**config.mk**
```make
export PLATFORM = sky130hd
export DESIGN_NAME = serial_relay_command_frame_decoder_core
export DESIGN_NICKNAME = d
export VERILOG_FILES = /design/src/design/srcfd_pkg.sv /design/src/design/serial_relay_command_frame_decoder_core.sv /design/src/design/srcfd_front.sv /design/src/design/srcfd_queue.sv /design/src/design/srcfd_back.sv
export SDC_FILE = /design/constraint.sdc
export NUM_CORES = 1
export LEC_CHECK = 0
export BUFFER_PORTS_ARGS = -buffer_cell sky130_fd_sc_hd__buf_4
export CAP_MARGIN = 20
export CORE_ASPECT_RATIO = 2
export CORE_UTILIZATION = 65
export DETAILED_ROUTE_END_ITERATION = 7
export GPL_TIMING_DRIVEN = 0
export PLACE_DENSITY = 0.84
export SYNTH_ARGS = -nofsm -noshare
export SYNTH_HDL_FRONTEND = slang
export SYNTH_SLANG_ARGS = --single-unit
```
**constraint.sdc**
```tcl
create_clock -name clk -period 6.26 [get_ports clk]
set_clock_uncertainty 0.15 [all_clocks]
set_input_delay 0.313 -clock clk [delete_from_list [all_inputs] [get_ports clk]]
set_output_delay 0.313 -clock clk [all_outputs]
set_load 0.005 [all_outputs]
```
**src/design/srcfd_pkg.sv**
```systemverilog
// Shared types, codes and helper functions of the serial relay command frame decoder.
package srcfd_pkg;

	localparam int FRAME_LEN = 8;
	localparam int FRAME_IDX_W = $clog2(FRAME_LEN);
	localparam int QUEUE_DEPTH = 4;

	// Step counter of the back end: step 0 is the echo, steps 1 to FRAME_LEN the report.
	localparam int STEP_W = $clog2(FRAME_LEN + 1);
	localparam logic [STEP_W-1:0] STEP_ECHO = STEP_W'(0);
	localparam logic [STEP_W-1:0] STEP_FIRST_REPORT = STEP_W'(1);
	localparam logic [STEP_W-1:0] STEP_LAST = STEP_W'(FRAME_LEN);

	// Frame markers.
	localparam logic [7:0] HEAD0 = 8'hFF;
	localparam logic [7:0] HEAD1 = 8'hFE;
	localparam logic [7:0] TAIL0 = 8'hFD;
	localparam logic [7:0] TAIL1 = 8'hFC;
	localparam logic [7:0] REPLY_TAIL = 8'hFD;
	localparam logic [7:0] REPLY_PAD = 8'h00;

	// Relay levels, active low.
	localparam logic [7:0] RELAYS_ALL_OFF = 8'hFF;
	localparam logic [7:0] RELAYS_ALL_ON = 8'h00;
	localparam logic [7:0] INPUT_RESET_LEVEL = 8'hFF;

	// Command codes.
	localparam logic [7:0] CMD_ALL_ON = 8'hFF;
	localparam logic [7:0] CMD_ALL_OFF = 8'h00;
	localparam logic [7:0] CMD_CH_ON_FIRST = 8'h01;
	localparam logic [7:0] CMD_CH_ON_LAST = 8'h08;
	localparam logic [7:0] CMD_CH_OFF_FIRST = 8'hFE;
	localparam logic [7:0] CMD_CH_OFF_LAST = 8'hF7;
	localparam logic [7:0] CMD_INVERT = 8'h11;
	localparam logic [7:0] CMD_REPORT_INPUT = 8'h55;
	localparam logic [7:0] CMD_REPORT_RELAY = 8'hAA;

	// Action codes of an input item.
	localparam logic ACT_SERIAL = 1'b0;
	localparam logic ACT_SAMPLE = 1'b1;

	// One unit of work handed from the front end to the back end.
	typedef struct packed {
		logic       has_echo;
		logic [7:0] echo;
		logic       has_report;
		logic [7:0] status;
		logic [7:0] relay;
	} job_t;

	// Byte of the reply frame FF FE status 00 00 00 FD FD at a given position.
	function automatic logic [7:0] report_byte(input logic [FRAME_IDX_W-1:0] pos,
		input logic [7:0] status);
		logic [7:0] b;
		case (pos)
			FRAME_IDX_W'(0): b = HEAD0;
			FRAME_IDX_W'(1): b = HEAD1;
			FRAME_IDX_W'(2): b = status;
			FRAME_IDX_W'(FRAME_LEN - 2): b = REPLY_TAIL;
			FRAME_IDX_W'(FRAME_LEN - 1): b = REPLY_TAIL;
			default: b = REPLY_PAD;
		endcase
		return b;
	endfunction

endpackage

```
**src/design/serial_relay_command_frame_decoder_core.sv**
```systemverilog
// Top level of the serial relay command frame decoder: front end, job queue and back end.
//
//   Channel   Handshake         Payload
//   input     push / full       action, rx_byte, input_port
//   result    pop / empty       tx_byte, last, relay_outputs
//
// An item is taken in any cycle in which full is low; frame collection, command decode and
// the relay update all happen at the accepting edge. Each item yields zero to nine results
// (an echo, an 8-byte reply, or both), sent one per cycle while pop is high, which sets the
// sustained rate. An item's first result passes the job queue, then the back end register.
// full rises only when all QUEUE_DEPTH job slots are taken, so result stalls reach the input.
// Reset (arst_n low) clears the frame, sets all relays off and the input level to FF.
module serial_relay_command_frame_decoder_core #(
	parameter int QUEUE_DEPTH = srcfd_pkg::QUEUE_DEPTH
) (
	input  logic       clk,
	input  logic       arst_n,
	input  logic       push,
	output logic       full,
	input  logic       action,
	input  logic [7:0] rx_byte,
	input  logic [7:0] input_port,
	output logic       empty,
	input  logic       pop,
	output logic [7:0] tx_byte,
	output logic       last,
	output logic [7:0] relay_outputs
);

	logic            accept;
	logic            job_valid;
	srcfd_pkg::job_t job;
	logic            q_valid;
	logic            q_pop;
	srcfd_pkg::job_t q_job;

	// An item enters the front end whenever the queue has room for what it may produce.
	assign accept = push && !full;

	srcfd_front u_front (
		.clk        (clk),
		.arst_n     (arst_n),
		.accept     (accept),
		.action     (action),
		.rx_byte    (rx_byte),
		.input_port (input_port),
		.job_valid  (job_valid),
		.job        (job)
	);

	srcfd_queue #(
		.DEPTH (QUEUE_DEPTH)
	) u_queue (
		.clk    (clk),
		.arst_n (arst_n),
		.wr_en  (job_valid),
		.wr_job (job),
		.full   (full),
		.rd_en  (q_pop),
		.valid  (q_valid),
		.rd_job (q_job)
	);

	// The back end holds one job and walks through its results.
	srcfd_back u_back (
		.clk           (clk),
		.arst_n        (arst_n),
		.q_valid       (q_valid),
		.q_job         (q_job),
		.q_pop         (q_pop),
		.empty         (empty),
		.pop           (pop),
		.tx_byte       (tx_byte),
		.last          (last),
		.relay_outputs (relay_outputs)
	);

`ifndef SYNTHESIS
	// A job is never offered to a full queue.
	a_no_overflow: assert property (@(posedge clk) disable iff (!arst_n)
		job_valid |-> !full)
		else $error("job written into a full queue");

	// Results of one item follow each other without a gap.
	a_no_gap: assert property (@(posedge clk) disable iff (!arst_n)
		(!empty && pop && !last) |=> !empty)
		else $error("result stream of an item broke off");

	// The relay level is the same on every result of one item.
	a_relay_steady: assert property (@(posedge clk) disable iff (!arst_n)
		(!empty && pop && !last) |=> $stable(relay_outputs))
		else $error("relay level changed within an item");

	// Jobs are only taken from the queue when it holds one.
	a_pop_valid: assert property (@(posedge clk) disable iff (!arst_n)
		q_pop |-> q_valid)
		else $error("back end took a job from an empty queue");
`endif

endmodule

```
**src/design/srcfd_front.sv**
```systemverilog
// Front end: takes input items, collects frames, runs commands and builds jobs.
module srcfd_front (
	input  logic                 clk,
	input  logic                 arst_n,
	input  logic                 accept,
	input  logic                 action,
	input  logic [7:0]           rx_byte,
	input  logic [7:0]           input_port,
	output logic                 job_valid,
	output srcfd_pkg::job_t      job
);

	logic [srcfd_pkg::FRAME_IDX_W-1:0] frame_cnt_q;
	logic [srcfd_pkg::FRAME_IDX_W-1:0] frame_cnt_d;
	logic [7:0] buf_q [srcfd_pkg::FRAME_LEN];
	logic [7:0] buf_d [srcfd_pkg::FRAME_LEN];
	logic [7:0] relay_q;
	logic [7:0] relay_d;
	logic [7:0] last_in_q;
	logic       complete;
	logic       frame_ok;
	logic       changed;
	logic       cmd_report;
	logic [7:0] cmd_status;
	logic [7:0] cmd;
	logic [7:0] off_dist;
	logic [7:0] on_dist;

	always_comb begin
		for (int i = 0; i < srcfd_pkg::FRAME_LEN; i++) begin
			buf_d[i] = (frame_cnt_q == srcfd_pkg::FRAME_IDX_W'(i)) ? rx_byte : buf_q[i];
		end
	end

	assign complete = (frame_cnt_q == srcfd_pkg::FRAME_IDX_W'(srcfd_pkg::FRAME_LEN - 1));
	assign frame_ok = complete && buf_d[0] == srcfd_pkg::HEAD0 && buf_d[1] == srcfd_pkg::HEAD1
		&& buf_d[srcfd_pkg::FRAME_LEN-2] == srcfd_pkg::TAIL0
		&& buf_d[srcfd_pkg::FRAME_LEN-1] == srcfd_pkg::TAIL1;
	assign frame_cnt_d = (complete || buf_d[0] != srcfd_pkg::HEAD0)
		? '0 : frame_cnt_q + srcfd_pkg::FRAME_IDX_W'(1);
	assign changed = (input_port != last_in_q);

	assign cmd = buf_d[2];
	assign on_dist = cmd - srcfd_pkg::CMD_CH_ON_FIRST;
	assign off_dist = srcfd_pkg::CMD_CH_OFF_FIRST - cmd;

	// Command decode of a good frame; relay_d is the level after this item.
	always_comb begin
		relay_d = relay_q;
		cmd_report = 1'b0;
		cmd_status = relay_q;
		if (action == srcfd_pkg::ACT_SERIAL && frame_ok) begin
			case (cmd)
				srcfd_pkg::CMD_ALL_ON: relay_d = srcfd_pkg::RELAYS_ALL_ON;
				srcfd_pkg::CMD_ALL_OFF: relay_d = srcfd_pkg::RELAYS_ALL_OFF;
				srcfd_pkg::CMD_INVERT: relay_d = ~relay_q;
				srcfd_pkg::CMD_REPORT_INPUT: begin
					cmd_report = 1'b1;
					cmd_status = input_port;
				end
				srcfd_pkg::CMD_REPORT_RELAY: begin
					cmd_report = 1'b1;
					cmd_status = relay_q;
				end
				default: begin
					if (cmd inside {[srcfd_pkg::CMD_CH_ON_FIRST:srcfd_pkg::CMD_CH_ON_LAST]}) begin
						relay_d = relay_q & ~(8'h01 << on_dist[2:0]);
					end else if (cmd inside
						{[srcfd_pkg::CMD_CH_OFF_LAST:srcfd_pkg::CMD_CH_OFF_FIRST]}) begin
						relay_d = relay_q | (8'h01 << off_dist[2:0]);
					end
				end
			endcase
		end
	end

	always_comb begin
		job.relay = relay_d;
		if (action == srcfd_pkg::ACT_SERIAL) begin
			job.has_echo = 1'b1;
			job.echo = rx_byte;
			job.has_report = cmd_report;
			job.status = cmd_status;
			job_valid = accept;
		end else begin
			job.has_echo = 1'b0;
			job.echo = rx_byte;
			job.has_report = 1'b1;
			job.status = input_port;
			job_valid = accept && changed;
		end
	end

	always_ff @(posedge clk or negedge arst_n) begin
		if (!arst_n) begin
			frame_cnt_q <= '0;
			relay_q <= srcfd_pkg::RELAYS_ALL_OFF;
			last_in_q <= srcfd_pkg::INPUT_RESET_LEVEL;
			for (int i = 0; i < srcfd_pkg::FRAME_LEN; i++) begin
				buf_q[i] <= '0;
			end
		end else if (accept) begin
			if (action == srcfd_pkg::ACT_SERIAL) begin
				frame_cnt_q <= frame_cnt_d;
				relay_q <= relay_d;
				for (int i = 0; i < srcfd_pkg::FRAME_LEN; i++) begin
					buf_q[i] <= buf_d[i];
				end
			end else begin
				last_in_q <= input_port;
			end
		end
	end

endmodule

```
**src/design/srcfd_queue.sv**
```systemverilog
// Short job queue between the front end and the back end.
module srcfd_queue #(
	parameter int DEPTH = srcfd_pkg::QUEUE_DEPTH
) (
	input  logic            clk,
	input  logic            arst_n,
	input  logic            wr_en,
	input  srcfd_pkg::job_t wr_job,
	output logic            full,
	input  logic            rd_en,
	output logic            valid,
	output srcfd_pkg::job_t rd_job
);

	localparam int PTR_W = (DEPTH > 1) ? $clog2(DEPTH) : 1;
	localparam int CNT_W = $clog2(DEPTH + 1);

	srcfd_pkg::job_t    mem_q [DEPTH];
	logic [PTR_W-1:0]   wr_ptr_q;
	logic [PTR_W-1:0]   rd_ptr_q;
	logic [CNT_W-1:0]   count_q;
	logic               do_wr;
	logic               do_rd;

	assign full = (count_q == CNT_W'(DEPTH));
	assign valid = (count_q != '0);
	assign rd_job = mem_q[rd_ptr_q];
	assign do_wr = wr_en && !full;
	assign do_rd = rd_en && valid;

	always_ff @(posedge clk) begin
		if (do_wr) begin
			mem_q[wr_ptr_q] <= wr_job;
		end
	end

	always_ff @(posedge clk or negedge arst_n) begin
		if (!arst_n) begin
			wr_ptr_q <= '0;
			rd_ptr_q <= '0;
			count_q <= '0;
		end else begin
			if (do_wr) begin
				wr_ptr_q <= (wr_ptr_q == PTR_W'(DEPTH - 1)) ? '0 : wr_ptr_q + PTR_W'(1);
			end
			if (do_rd) begin
				rd_ptr_q <= (rd_ptr_q == PTR_W'(DEPTH - 1)) ? '0 : rd_ptr_q + PTR_W'(1);
			end
			if (do_wr && !do_rd) begin
				count_q <= count_q + CNT_W'(1);
			end else if (do_rd && !do_wr) begin
				count_q <= count_q - CNT_W'(1);
			end
		end
	end

endmodule

```
**src/design/srcfd_back.sv**
```systemverilog
// Back end: plays out the echo and reply bytes of each job, one result per cycle while pop is high.
module srcfd_back (
	input  logic            clk,
	input  logic            arst_n,
	input  logic            q_valid,
	input  srcfd_pkg::job_t q_job,
	output logic            q_pop,
	output logic            empty,
	input  logic            pop,
	output logic [7:0]      tx_byte,
	output logic            last,
	output logic [7:0]      relay_outputs
);

	logic                        busy_q;
	srcfd_pkg::job_t             job_q;
	logic [srcfd_pkg::STEP_W-1:0] step_q;
	logic [srcfd_pkg::STEP_W-1:0] rep_pos;
	logic                        taken;

	assign empty = !busy_q;
	assign taken = busy_q && pop;
	assign rep_pos = step_q - srcfd_pkg::STEP_FIRST_REPORT;
	assign tx_byte = (step_q == srcfd_pkg::STEP_ECHO) ? job_q.echo
		: srcfd_pkg::report_byte(rep_pos[srcfd_pkg::FRAME_IDX_W-1:0], job_q.status);
	assign last = (step_q == srcfd_pkg::STEP_LAST)
		|| (step_q == srcfd_pkg::STEP_ECHO && !job_q.has_report);
	assign relay_outputs = job_q.relay;

	// A new job loads when idle or in the cycle its predecessor's last result leaves.
	assign q_pop = q_valid && (!busy_q || (taken && last));

	always_ff @(posedge clk) begin
		if (q_pop) begin
			job_q <= q_job;
		end
	end

	always_ff @(posedge clk or negedge arst_n) begin
		if (!arst_n) begin
			busy_q <= 1'b0;
			step_q <= srcfd_pkg::STEP_ECHO;
		end else if (q_pop) begin
			busy_q <= 1'b1;
			step_q <= q_job.has_echo ? srcfd_pkg::STEP_ECHO : srcfd_pkg::STEP_FIRST_REPORT;
		end else if (taken) begin
			if (last) begin
				busy_q <= 1'b0;
			end else begin
				step_q <= step_q + srcfd_pkg::STEP_W'(1);
			end
		end
	end

endmodule

```
==> summary.md <==
| Metric | Value |
|---|---|
| Run status | `finished, violations left` |
| Violations in the final reports | `design-rule violations` |
| Clk pin slew, worst setup/hold paths | `0.07 ns` |
| Port Buffer Count | `39` |
| Area growth syn-to-layout | `14.7%` |
| Leak pwr | `0.00381 µW` |
| Type of the worst setup path | `register to register` |
| Overall fraction of global-route tracks in use | `31.3%` |
| Clock insertion delay at the later pin of the skew report | `0.44 ns` |
| Via count of the first global-routing pass | `5789` |
| Total count of max-transition violations in the final report | `0` |
| Async set-or-reset flop fraction in the synthesized netlist | `32.8%` |
| Headroom to the max-slew limit | `40.0%` |
| CTS root buffer | `clkbuf_16` |
| Final wirelength | `20.1 mm` |
| Antenna violations before repair | `0` |
| Required @ worst endpoint | `6.25 ns` |
| Initial DRC count | `345` |
| H-tree level count | `4` |
| Clock sinks | `192` |
| Maximum number of pins on one net before global-route repair | `64` |
| Class of the tightest hold or removal check | `primary input to register` |
| Via count | `5411` |
| Fillers | `757` |
| CP endpoint kind | `register` |
| Min setup slack post-route | `2.25 ns` |
| DP Wirelength | `14.3 mm` |
| Post-route worst hold slack | `0.00919 ns` |
| Number of primary I/O pins | `40` |
| Number of max-cap violations | `0` |
| Number of standard cells after synthesis | `593` |
| Placement-stage worst setup slack | `2.38 ns` |
| Via/cell ratio | `6.53` |
| CP startpoint kind | `register` |
| EDFF count, synth | `129` |
| Cell family with most CP delay | `compound AO/OA/AOI/OAI gates` |
| Synth top cells by count | `edfxtp_1, mux2_2, dfrtp_1` |
| Final global-route overflow total | `0` |
| Clock tree buffer depth | `2` |
| Starting utilization of the core area | `66.9%` |
| Period utilization | `64.1%` |
| Mean instance size in the synthesized netlist | `14.7 µm²` |
| Highest clock frequency the design can meet | `249 MHz` |
| Clock tree from TritonCTS | `built` |
| Die boundary height | `166 µm` |
| Min cycle time layout | `4.01 ns` |
| Cell taking the most area after synthesis | `edfxtp_1` |
| Cell variety after synth | `68` |
| CP Max Fanout | `10` |
| Warnings from Yosys | `0` |
| Netlist area before placement | `8740 µm²` |
| Most used flip-flop cell after synthesis | `edfxtp_1` |
| Stage delay of the slowest cell on the critical path | `0.68 ns` |
| Measured slew at the worst slew-check pin | `0.900 ns` |
| Mapped Nets | `637` |
| Die Outline Area | `13900 µm²` |
| Setup repair after global routing missed its margin | `no` |
| Dominant cell by count in the synthesized netlist | `edfxtp_1` |
| Routed wirelength normalized by instance count | `24.3 µm` |
| Number of diodes | `0` |
| Worst supply voltage drop on vdd | `306 µV` |
| Cell-by-cell listing of the critical path | `inv_1 > ha_1 > nand2b_1 > clkbuf_8 > buf_4 > nor3b_1 > o2111ai_1 > o211ai_2 > nor4_1 > o21ai_1 > o21ai_0` |
| Share of Yosys cell area claimed by the top area cell type | `44.3%` |
| Num CTS Buffers | `17` |
| Antenna Nets Post-Route | `0` |
| CP max-delay cell | `nor4_1` |
| Number of buffer and inverter stages on the critical path | `3` |
| Post-route setup TNS | `0 ns` |
| Global placement routability congestion | `0.968` |
| Yosys reg bits | `192` |
| Post-route DRC violation count | `12` |
| Post-layout util | `76.7%` |
| NumNets Final | `708` |
| Power per standard cell area | `426 nW/µm²` |
| Leading cell types by total area after synthesis | `edfxtp_1, dfrtp_1, mux4_2` |
| Finish-stage setup viols | `0` |
| Seq/Total Area, Yosys | `62.6%` |
| Final Hold Violating Endpoints | `0` |
| Std-Cell Core Area | `13100 µm²` |
| WP data arrival | `4.00 ns` |
| Layout cell share with drive strength beyond 1 | `29.2%` |
| TritonRoute pass-1 iters | `7` |
| Die width | `84.0 µm` |
| Row count | `59` |
| Global-route wire length before repair | `31.9 mm` |
==> cell families after synthesis <==
| family | synth area share, % |
|---|---|
| fa+ha+maj | 3.38 |
| xor+xnor | 1.30 |
| compound gates | 7.03 |
| simple gates | 8.88 |
| flops | 62.6 |
| mux | 13.7 |
| buf+inv | 3.08 |
==> worst paths after layout <==
path | startpoint | endpoint | slack (ns) | cells past startpoint
min | input_port[1] | u_front.last_in_q[1] | 0.009 | 2
max in group asynchronous | arst_n | u_front.buf_q[44] | 4.99 | 2
min reg2reg | u_front.buf_q[61] | u_front.buf_q[61] | 0.36 | 1
max reg2reg | u_front.frame_cnt_q[0] | u_queue.mem_q[1][2] | 2.25 | 11
max | u_front.frame_cnt_q[0] | u_queue.mem_q[1][2] | 2.25 | 11
min in group asynchronous | arst_n | u_queue.rd_ptr_q[0] | 0.37 | 2
==> placed cells by master (no fill, tap or decap), drive strengths merged, types with 4 or more instances in the layout <==
master       netlist  layout
and3               5       5
and2               7       7
nor4b              4       4
xnor2              8       8
o21ai             30      30
mux4              26      26
edfxtp           129     129
xor2               5       5
mux2i              6       6
o211ai             7       7
nor2              36      36
clkinv             0       4
a31oi              8       8
buf               16      60
dfstp             16      16
nand4             12      12
inv               25      33
nand2             29      29
a21oi             15      15
mux2              49      49
clkbuf            13      31
ha                22      22
dlygate4sd3        0       8
nor4              11      11
dfrtp             47      47
nor3               7       7
nor2b              4       4
o31ai              6       6
nand3              9       9
==> cell type report <==
cell class | instances | area [µm²] | area share, %
clock inverter | 14 | 166 | 1.66
inverter | 25 | 93.8 | 0.936
tap | 152 | 190 | 1.90
buffer | 29 | 175 | 1.75
sequential | 192 | 5470 | 54.6
clock buffer | 18 | 429 | 4.28
multi-input combinational | 347 | 3000 | 29.9
timing repair buffer | 52 | 498 | 4.97
==> state kept, by name, summed over array words and instances (netlist names) <==
register              cells
u_queue.mem_q           104
u_front.buf_q            32
u_back.job_q             17
u_back.relay_outputs      8
u_front.last_in_q         8
u_front.relay_q           8
u_back.step_q             4
u_front.frame_cnt_q       3
u_queue.count_q           3
u_queue.rd_ptr_q          2
u_queue.wr_ptr_q          2
u_back.busy_q             1
==> power by group <==
group          total, µW  switching, µW  internal, µW  leakage, µW
Clock               1080            504           572     0.000291
Sequential          1830            141          1690      0.00198
Combinational       1370            741           631      0.00155
==> worst register-to-register path: cells and delay by family (launching register included) <==
kind            cells  cell delay, ns
fa+ha+maj           1            0.33
compound gates      4            1.50
simple gates        3            0.91
buf+inv             3            0.45
flops               1            0.39
==> what timing repair did <==
item	4_1_cts	5_1_grt
hold buffers	8	0
endpoints found under the hold margin	66	0
resized for setup	0	0
buffers inserted	0	0
==> per-layer routing <==
| metal | track usage (%) | routed length [µm] | up-vias |
|---|---|---|---|
| li1 | - | - | 2414 |
| met4 | 17.9 | 1080 | 0 |
| met2 | 58.9 | 11600 | 186 |
| met5 | 0 | 0 | - |
| met1 | 32.0 | 6740 | 2745 |
| met3 | 5.02 | 709 | 66 |
==> stage by stage <==
stage | instance area, µm² | instances | total power, µW
after global placement | 9220 | 784 | 3060
after floorplan | 8740 | 593 | 2680
final | 10000 | 829 | 4270
after CTS | 10000 | 829 | 4290
after global routing | 10000 | 829 | 4460
after detailed placement | 9350 | 789 | 3200
No activity file was read; power rests on OpenSTA's default activity.
